<file path="src/rtl/itoa_pkg.sv">
package itoa_pkg;

  // conversion kinds
  localparam logic [1:0] ACT_SDEC = 2'd0;
  localparam logic [1:0] ACT_UDEC = 2'd1;
  localparam logic [1:0] ACT_HEX  = 2'd2;
  // kinds with the high bit set print in hex
  localparam int unsigned ACT_HEX_BIT = 1;

  localparam int unsigned MAX_CHARS = 11;
  localparam int unsigned CNT_W     = $clog2(MAX_CHARS + 1);
  localparam int unsigned IDX_W     = $clog2(MAX_CHARS);

  // floor(x / 10) == (x * RECIP_10) >> RECIP_SHIFT for every 32-bit x
  localparam logic [31:0] RECIP_10    = 32'hCCCC_CCCD;
  localparam int unsigned RECIP_SHIFT = 35;
  localparam logic [31:0] RADIX_DEC   = 32'd10;

  localparam logic [7:0] CHAR_ZERO  = 8'h30;
  localparam logic [7:0] CHAR_A     = 8'h61;
  localparam logic [7:0] CHAR_MINUS = 8'h2d;

  typedef struct packed {
    logic [31:0] value;
    logic [1:0]  action;
  } item_t;

  typedef struct packed {
    logic [7:0] char_code;
    logic       last;
  } text_t;

  typedef enum logic [2:0] {
    ST_IDLE,
    ST_MUL,
    ST_DIGIT,
    ST_SIGN,
    ST_EMIT
  } state_t;

  // controller to datapath
  typedef struct packed {
    logic load;
    logic mult;
    logic digit;
    logic sign;
    logic emit;
  } cmd_t;

  // datapath to controller
  typedef struct packed {
    logic load_hex;
    logic hex;
    logic neg;
    logic mag_done;
    logic emit_last;
    logic out_free;
  } sts_t;

  function automatic logic [7:0] digit_char(input logic [3:0] d);
    logic [7:0] c;
    if (d < 4'd10) begin
      c = CHAR_ZERO + {4'b0000, d};
    end else begin
      c = CHAR_A + {4'b0000, d} - 8'd10;
    end
    return c;
  endfunction

endpackage

</file>
<file path="src/rtl/itoa_ctrl.sv">
module itoa_ctrl import itoa_pkg::*; (
  input  logic   clk,
  input  logic   rst,
  input  logic   item_valid,
  output logic   item_ready,
  input  sts_t   sts,
  output cmd_t   cmd
);

  state_t state;
  state_t state_next;

  always_ff @(posedge clk) begin
    if (rst) begin
      state <= ST_IDLE;
    end else begin
      state <= state_next;
    end
  end

  always_comb begin
    state_next = state;
    unique case (state)
      ST_IDLE: begin
        if (item_valid) begin
          state_next = sts.load_hex ? ST_DIGIT : ST_MUL;
        end
      end
      ST_MUL: begin
        state_next = ST_DIGIT;
      end
      ST_DIGIT: begin
        if (sts.mag_done) begin
          state_next = sts.neg ? ST_SIGN : ST_EMIT;
        end else begin
          state_next = sts.hex ? ST_DIGIT : ST_MUL;
        end
      end
      ST_SIGN: begin
        state_next = ST_EMIT;
      end
      ST_EMIT: begin
        if (sts.out_free && sts.emit_last) begin
          state_next = ST_IDLE;
        end
      end
      default: begin
        state_next = ST_IDLE;
      end
    endcase
  end

  always_comb begin
    cmd        = '0;
    item_ready = 1'b0;
    unique case (state)
      ST_IDLE: begin
        item_ready = 1'b1;
        cmd.load   = item_valid;
      end
      ST_MUL:   cmd.mult  = 1'b1;
      ST_DIGIT: cmd.digit = 1'b1;
      ST_SIGN:  cmd.sign  = 1'b1;
      ST_EMIT:  cmd.emit  = sts.out_free;
      default: begin
        cmd = '0;
      end
    endcase
  end

endmodule

</file>
<file path="src/rtl/itoa_dp.sv">
module itoa_dp import itoa_pkg::*; (
  input  logic  clk,
  input  logic  rst,
  input  item_t item,
  input  cmd_t  cmd,
  output sts_t  sts,
  output logic  text_valid,
  input  logic  text_ready,
  output text_t text
);

  logic [31:0]      mag;
  logic [63:0]      prod;
  logic             hex;
  logic             neg;
  logic [CNT_W-1:0] cnt;
  logic [7:0]       chars [MAX_CHARS];

  logic             load_neg;
  logic [28:0]      quot;
  logic [31:0]      quot10;
  logic [31:0]      rem_full;
  logic [3:0]       digit;
  logic [31:0]      mag_next;
  logic [IDX_W-1:0] wr_idx;
  logic [IDX_W-1:0] rd_idx;

  assign load_neg = (item.action == ACT_SDEC) && item.value[31];

  // quotient and remainder by ten from the registered product
  assign quot     = prod[63:RECIP_SHIFT];
  assign quot10   = {quot, 3'b000} + {2'b00, quot, 1'b0};
  assign rem_full = mag - quot10;

  assign digit    = hex ? mag[3:0] : rem_full[3:0];
  assign mag_next = hex ? {4'b0000, mag[31:4]} : {3'b000, quot};

  assign wr_idx = cnt[IDX_W-1:0];
  assign rd_idx = IDX_W'(cnt - CNT_W'(1));

  always_ff @(posedge clk) begin
    if (cmd.load) begin
      mag <= load_neg ? (~item.value + 32'd1) : item.value;
      hex <= item.action[ACT_HEX_BIT];
      neg <= load_neg;
    end else if (cmd.digit) begin
      mag <= mag_next;
    end
    if (cmd.mult) begin
      prod <= 64'(mag) * 64'(RECIP_10);
    end
    if (cmd.digit) begin
      chars[wr_idx] <= digit_char(digit);
    end else if (cmd.sign) begin
      chars[wr_idx] <= CHAR_MINUS;
    end
  end

  always_ff @(posedge clk) begin
    if (rst) begin
      cnt <= '0;
    end else if (cmd.load) begin
      cnt <= '0;
    end else if (cmd.digit || cmd.sign) begin
      cnt <= cnt + CNT_W'(1);
    end else if (cmd.emit) begin
      cnt <= cnt - CNT_W'(1);
    end
  end

  // output register
  always_ff @(posedge clk) begin
    if (rst) begin
      text_valid <= 1'b0;
    end else if (cmd.emit) begin
      text_valid <= 1'b1;
    end else if (text_ready) begin
      text_valid <= 1'b0;
    end
  end

  always_ff @(posedge clk) begin
    if (cmd.emit) begin
      text.char_code <= chars[rd_idx];
      text.last      <= (cnt == CNT_W'(1));
    end
  end

  assign sts.load_hex  = item.action[ACT_HEX_BIT];
  assign sts.hex       = hex;
  assign sts.neg       = neg;
  assign sts.mag_done  = (mag_next == 32'd0);
  assign sts.emit_last = (cnt == CNT_W'(1));
  assign sts.out_free  = !text_valid || text_ready;

  a_cmd_onehot: assert property (@(posedge clk) disable iff (rst)
    $onehot0(cmd))
    else $error("more than one datapath command");

  a_emit_nonempty: assert property (@(posedge clk) disable iff (rst)
    cmd.emit |-> cnt != '0)
    else $error("emit from empty buffer");

  a_no_overflow: assert property (@(posedge clk) disable iff (rst)
    (cmd.digit || cmd.sign) |-> cnt < CNT_W'(MAX_CHARS))
    else $error("character buffer overflow");

  a_rem_range: assert property (@(posedge clk) disable iff (rst)
    (cmd.digit && !hex) |-> rem_full < RADIX_DEC)
    else $error("decimal remainder out of range");

  a_load_clears: assert property (@(posedge clk) disable iff (rst)
    cmd.load |=> cnt == '0)
    else $error("count not cleared on load");

endmodule

</file>
<file path="src/rtl/integer_to_ascii_formatter.sv">
// channel  dir  handshake                payload
// item     in   item_valid / item_ready  item_t: value[31:0], action[1:0]
// text     out  text_valid / text_ready  text_t: char_code[7:0], last
//
// decimal: load, then per digit a multiply by the reciprocal of ten followed
//   by the quotient/remainder step, a minus sign if negative, then the characters out
// hex: load, then a digit step per nibble with no multiply, then the characters out
// worst case "-2147483648": ten digits through the divide loop, a sign, eleven characters
// rst (synchronous) returns the controller to idle and drops text_valid
// a stalled text beat holds in the output register; the next item is taken
//   while the final character of the previous one still waits
module integer_to_ascii_formatter import itoa_pkg::*; (
  input  logic  clk,
  input  logic  rst,
  input  logic  item_valid,
  output logic  item_ready,
  input  item_t item,
  output logic  text_valid,
  input  logic  text_ready,
  output text_t text
);

  // command and status between controller and datapath
  cmd_t cmd;
  sts_t sts;

  // sequencer: load, digit loop, optional sign, character emission
  itoa_ctrl u_ctrl (
    .clk        (clk),
    .rst        (rst),
    .item_valid (item_valid),
    .item_ready (item_ready),
    .sts        (sts),
    .cmd        (cmd)
  );

  // magnitude register, divide-by-ten unit, character buffer, output stage
  itoa_dp u_dp (
    .clk        (clk),
    .rst        (rst),
    .item       (item),
    .cmd        (cmd),
    .sts        (sts),
    .text_valid (text_valid),
    .text_ready (text_ready),
    .text       (text)
  );

endmodule
</file>
<file path="config.mk">
export PLATFORM = sky130hd
export DESIGN_NAME = integer_to_ascii_formatter
export DESIGN_NICKNAME = d
export VERILOG_FILES = /design/src/rtl/itoa_pkg.sv /design/src/rtl/itoa_ctrl.sv /design/src/rtl/itoa_dp.sv /design/src/rtl/integer_to_ascii_formatter.sv
export SDC_FILE = /design/constraint.sdc
export NUM_CORES = 1
export LEC_CHECK = 0
export BUFFER_PORTS_ARGS = -buffer_cell sky130_fd_sc_hd__buf_2
export CAP_MARGIN = 20
export CELL_PAD_IN_SITES_DETAIL_PLACEMENT = 1
export CELL_PAD_IN_SITES_GLOBAL_PLACEMENT = 1
export CORE_MARGIN = 4
export CORE_UTILIZATION = 54
export CTS_CLUSTER_SIZE = 14
export DETAILED_ROUTE_END_ITERATION = 8
export GPL_TIMING_DRIVEN = 0
export MAX_ROUTING_LAYER = met4
export PLACE_DENSITY = 0.87
export SETUP_SLACK_MARGIN = 0.2
export SYNTH_ARGS = -nofsm -noshare
export SYNTH_HDL_FRONTEND = slang
export SYNTH_HIERARCHICAL = 1
export SYNTH_SLANG_ARGS = --single-unit
</file>
<file path="constraint.sdc">
create_clock -name clk -period 11.6 [get_ports clk]
set_input_delay 1.74 -clock clk [delete_from_list [all_inputs] [get_ports clk]]
set_output_delay 1.74 -clock clk [all_outputs]
set_load 0.01 [all_outputs]
</file>
==> out/qor.csv, run 1 <==
metric,value,unit
yosysWarnings,6,
r2r_setup_slack,3.11,ns
ys_seq_elements,156,
drc,0,
dp_hpwl,65650,um
clkTransAtPathRegs,0.07,ns
gp_congestion,1.058,
r2r_cells,21,
max_freq,0.1177,GHz
use_met2,58.10,%
period_needed,8.493,ns
clock_skew,0.01607,ns
rsz0062_at_grt,no,
crit_start,u_dp/mag[2]$_DFFE_PP_,
vias,17382,
synth_area_per_cell,10.71,um^2
antenna_cells,0,
cts-root-buf,clkbuf_16,
synth_cell_types,79,
r2r-end,u_dp/prod[62]$_DFFE_PP_,
dr.pass1.iters,5,
crit_type,flop to flop,
synth_ff_type,edfxtp_1,
top_usage_layer,met2,
routedWlPerCell,26.29,um
drv_slew,0,
cts-resized-gates,0,
setup_violations,0,
drt_iter0_markers,1162,
synth-edff-count,148,
numCtsBuffers,17,
antenna_found_initial,0,
crit_fanout,9,
area_delta_synth_final,6.885,%
synth-seq-area-share,18.98,%
maxSlewHeadroom,30.46,%
outcome,"complete, no violations",
groute.layer.met1.usage,39.81,%
fp-row-count,77,
maxCapViolations,0,
die-width,220.0,um
globalRouteMet3Util,4.812,%
cp.required,11.82,ns
io_pins,49,
totalWireLength,77530,um
viasPerCell,5.894,
grt_overflow_total,0,
antenna_left,0,
cts_buffer_depth,2,
arrival,8.72,ns
yosysTopAreaCell,fa_1,
async_reset_ff_share,0,%
post_cts_buffers,0,
synth.area.top_cells,"fa_1, ha_1, edfxtp_1",
hold_violations,0,
tns,0,ns
first_global_vias,19889,
die_h,220.0,um
multi_input_area,0.01727,mm^2
clk_latency,0.44,ns
grt_first_pass_wirelength,118300,um
num-fill-cells,4774,
hold_start,u_dp/text_valid$_SDFFE_PP0P_,
final-seq-area,0.004604,mm^2
r2r_start,u_dp/mag[2]$_DFFE_PP_,
final_nets,3126,
hp-class,flop to flop,
synthCells,2265,
period_share,73.22,%
endpoint_kind,flop,
hold_end,u_dp/text_valid$_SDFFE_PP0P_,
fp.coreArea,0.04432,mm^2
cts.sinks,156,
tightest_slew,1.040,ns
layout_commonest_cell,inv_1,
start_util,54.75,%
port_buffers,47,
gr-usage-all-layers,33.95,%
layout-drive-gt1-share,5.812,%
cts_tree,built,
holdPathStages,2,
synth.top_cell.area_share,31.85,%
final_cell_mix,"inv_1, fa_1, ha_1",
htreeDepth,4,
netlist_area,0.02426,mm^2
critPathLaunchType,flop,
grt_max_degree,33,
die-area,0.04838,mm^2
cts_hold_buf,0,
-- critical path, stage by stage (launching register included) --
cell	delay, ns
edfxtp_1	0.61
ha_1	0.63
xor2_1	0.81
xor2_1	0.24
fa_1	0.60
fa_1	0.48
fa_1	0.56
fa_1	0.44
fa_1	0.50
inv_1	0.05
fa_1	0.47
inv_1	0.05
ha_1	0.37
nand4_2	0.15
nor2_1	0.29
nand4_1	0.15
a21oi_1	0.60
nand3b_4	0.29
o21ai_4	0.08
o21bai_1	0.42
a31oi_1	0.15
a311oi_1	0.32
-- through the flow --
step                      instances  setup slack (ns)  cell area [um^2]  utilization [%]  hold slack, ns
after floorplan                2275             4.808             24300                -          0.5258
after global placement         2914             3.414             25280            57.03          0.5062
after detailed placement       2916             3.283             25300            57.09          0.5503
after CTS                      2948             3.182             25930            58.50          0.5686
after global routing           2949             2.920             25930            58.51          0.6076
final                          2949             3.107             25930            58.51          0.5666
-- worst max-delay path by stage --
| stage | endpoint | slack, ns | cells past startpoint |
|---|---|---|---|
| after CTS | u_dp/prod[62]$_DFFE_PP_ | 3.18 | 24 |
| after global routing | u_dp/prod[62]$_DFFE_PP_ | 2.92 | 24 |
| after floorplan | u_dp/prod[61]$_DFFE_PP_ | 4.81 | 25 |
| after global placement | u_dp/prod[60]$_DFFE_PP_ | 3.41 | 21 |
| after detailed placement | u_dp/prod[62]$_DFFE_PP_ | 3.28 | 24 |
| final | u_dp/prod[62]$_DFFE_PP_ | 3.11 | 21 |
-- flip-flops by register name, summed over array words and instances, names as in the netlist --
name / cells
u_ctrl/state: 3
u_dp/chars: 77
u_dp/cnt: 4
u_dp/hex: 1
u_dp/mag: 32
u_dp/neg: 1
u_dp/prod: 29
u_dp/text: 8
u_dp/text_valid: 1
-- cells in the mapped netlist (28+ instances only) --
master	n
inv_1	576
xor2_1	57
nand2_1	88
a21oi_1	96
fa_1	386
o21ai_0	52
mux2i_1	50
a21o_1	37
edfxtp_1	148
nor2_1	64
clkbuf_1	28
xnor2_1	52
ha_1	358
-- routing by layer --
metal  wire, um  up-vias
li1           -     7464
met1      29080     9049
met2      39330      660
met3       4608      209
met4       4514        0
met5          0        -
-- area by class of cell --
class | count | share of cell area [%]
Buffer | 47 | 1.047
Clock buffer | 17 | 1.640
Clock inverter | 15 | 0.7672
Inverter | 576 | 8.337
Multi-Input combinational cell | 1496 | 66.58
Sequential cell | 156 | 17.76
Tap cell | 592 | 2.856
Timing Repair Buffer | 50 | 1.013
-- cell families after synthesis --
| kind of cell | count (synthesis) | synth area share, % |
|---|---|---|
| xor gates and xnor gates | 109 | 3.935 |
| other | 2 | 0.03095 |
| adders and majority gates | 744 | 50.31 |
| DFF | 156 | 18.98 |
| buffers and inverters | 623 | 10.03 |
| and+or+nand+nor | 299 | 6.219 |
| AOI/OAI and AO/OA | 266 | 7.039 |
| muxes | 66 | 3.455 |
Power of run 1 is not shown: default switching activity piles up to over one toggle a cycle in this logic, so the estimate is an artifact.
==> run 2, diff against run 1 <==
--- a/config.mk
+++ b/config.mk
@@ -10,12 +10,12 @@
 export CELL_PAD_IN_SITES_DETAIL_PLACEMENT = 1
 export CELL_PAD_IN_SITES_GLOBAL_PLACEMENT = 1
 export CORE_MARGIN = 4
-export CORE_UTILIZATION = 54
+export CORE_UTILIZATION = 53
 export CTS_CLUSTER_SIZE = 14
 export DETAILED_ROUTE_END_ITERATION = 8
 export GPL_TIMING_DRIVEN = 0
 export MAX_ROUTING_LAYER = met4
-export PLACE_DENSITY = 0.87
+export PLACE_DENSITY = 0.86
 export SETUP_SLACK_MARGIN = 0.2
 export SYNTH_ARGS = -nofsm -noshare
 export SYNTH_HDL_FRONTEND = slang
==> constraint.sdc (replaced) <==
create_clock -name clk -period 7.9 [get_ports clk]
set_input_delay 1.185 -clock clk [delete_from_list [all_inputs] [get_ports clk]]
set_output_delay 1.185 -clock clk [all_outputs]
set_load 0.01 [all_outputs]
==> out/qor.csv, run 2 (synthesis results as in run 1) <==
metric,value,unit
outcome,"complete, no violations",
dp_cells,2924,
routedWlPerCell,27.11,um
final_nets,3192,
io_pins,49,
die-width,222.0,um
crit_fanout,8,
final_cell_mix,"inv_1, fa_1, ha_1",
gr-usage-all-layers,33.75,%
cts_tree,built,
r2r_setup_slack,0.26,ns
tightest_slew,1.068,ns
first_global_vias,20170,
cts.sinks,156,
post-route-util,59.11,%
die_h,222.0,um
drv_slew,0,
reg_top3,"u_dp/chars (77), u_dp/mag (32), u_dp/prod (29)",
antenna_found_initial,0,
setup_violations,0,
drt_iter0_markers,1555,
multi_input_area,0.01761,mm^2
maxSlewHeadroom,28.55,%
cts-root-buf,clkbuf_16,
endpoint_kind,flop,
numCtsBuffers,17,
crit_type,flop to flop,
grt_first_pass_wirelength,122100,um
grt_overflow_total,0,
layout_commonest_cell,inv_1,
num-fill-cells,4886,
clkTransAtPathRegs,0.07,ns
totalWireLength,81960,um
place_ws,-0.4189,ns
htreeDepth,4,
final-seq-area,0.004604,mm^2
hp-class,flop to flop,
cts_buffer_depth,2,
period_needed,7.644,ns
dr.pass1.iters,5,
setup_slack,0.2557,ns
vias,18056,
viasPerCell,5.973,
largest_register_ffs,77,
hold_violations,0,
antenna_left,0,
gp_congestion,1.006,
antenna_cells,0,
start_util,53.58,%
drc,0,
cp.required,8.16,ns
dp_hpwl,65110,um
arrival,7.90,ns
maxCapViolations,0,
layout-drive-gt1-share,10.73,%
critPathLaunchType,flop,
fp.coreArea,0.04528,mm^2
port_buffers,47,
cts_hold_buf,0,
regMostFlops,u_dp/chars,
grt_max_degree,33,
clock_skew,0.01590,ns
area_delta_synth_final,10.33,%
rsz0062_at_grt,yes,
fp-row-count,78,
max_freq,0.1308,GHz
period_share,96.76,%
instances_no_fill,3023,
clk_latency,0.44,ns
die-area,0.04926,mm^2
-- run 2: per-layer routing --
layer	GRT usage, %	share of wire [%]	vias to the layer above
li1	-	-	7570
met1	39.80	37	9380
met2	57.71	51	854
met3	3.654	5.5	252
met4	17.09	6.3	0
met5	-	0	-
-- run 2: path summary, 6_finish.rpt --
kind / from / end / cells past startpoint
setup reg to reg: u_dp/mag[2]$_DFFE_PP_ / u_dp/prod[58]$_DFFE_PP_ / 21
hold / removal: u_dp/text_valid$_SDFFE_PP0P_ / u_dp/text_valid$_SDFFE_PP0P_ / 2
setup / recovery: u_dp/mag[2]$_DFFE_PP_ / u_dp/prod[58]$_DFFE_PP_ / 21
hold reg to reg: u_dp/text_valid$_SDFFE_PP0P_ / u_dp/text_valid$_SDFFE_PP0P_ / 2
-- run 2: area by class of cell --
type / instances / share of cell area [%]
Clock buffer: 21 / 1.762
Sequential cell: 156 / 17.20
Buffer: 47 / 1.052
Timing Repair Buffer: 116 / 2.828
Clock inverter: 11 / 0.4721
Multi-Input combinational cell: 1496 / 65.78
Tap cell: 600 / 2.805
Inverter: 576 / 8.105
-- run 2: stage by stage --
stage | hold WS [ns] | area, um^2 | setup TNS (ns)
finish | 0.5355 | 26770 | 0
global route | 0.5517 | 26770 | 0
CTS | 0.5355 | 26400 | 0
detailed placement | 0.5249 | 25310 | -4.184
global placement | 0.5104 | 25290 | -1.692
floorplan | 0.5258 | 24300 | 0
-- run 2: critical path: stages (launching register included) --
cell	delay [ns]
edfxtp_1	0.54
buf_4	0.22
ha_1	0.32
xor2_2	0.38
xor2_1	0.44
fa_1	0.53
fa_1	0.60
fa_1	0.48
fa_1	0.51
fa_1	0.43
fa_1	0.48
ha_2	0.43
nand4_4	0.16
or2_4	0.31
nor3_4	0.20
a21oi_1	0.09
o21ba_4	0.34
o21ai_4	0.12
o31a_1	0.32
buf_6	0.15
o211a_1	0.21
a211oi_2	0.20
-- run 2: repair_timing --
action,4_1_cts,5_1_grt
endpoints found under the setup margin,22,19
hold endpoints to repair,0,0
buffers inserted,47,20
resized for setup,31,50
pin swaps,0,3
gates cloned,0,0
Power of run 2 is left out for the same reason.
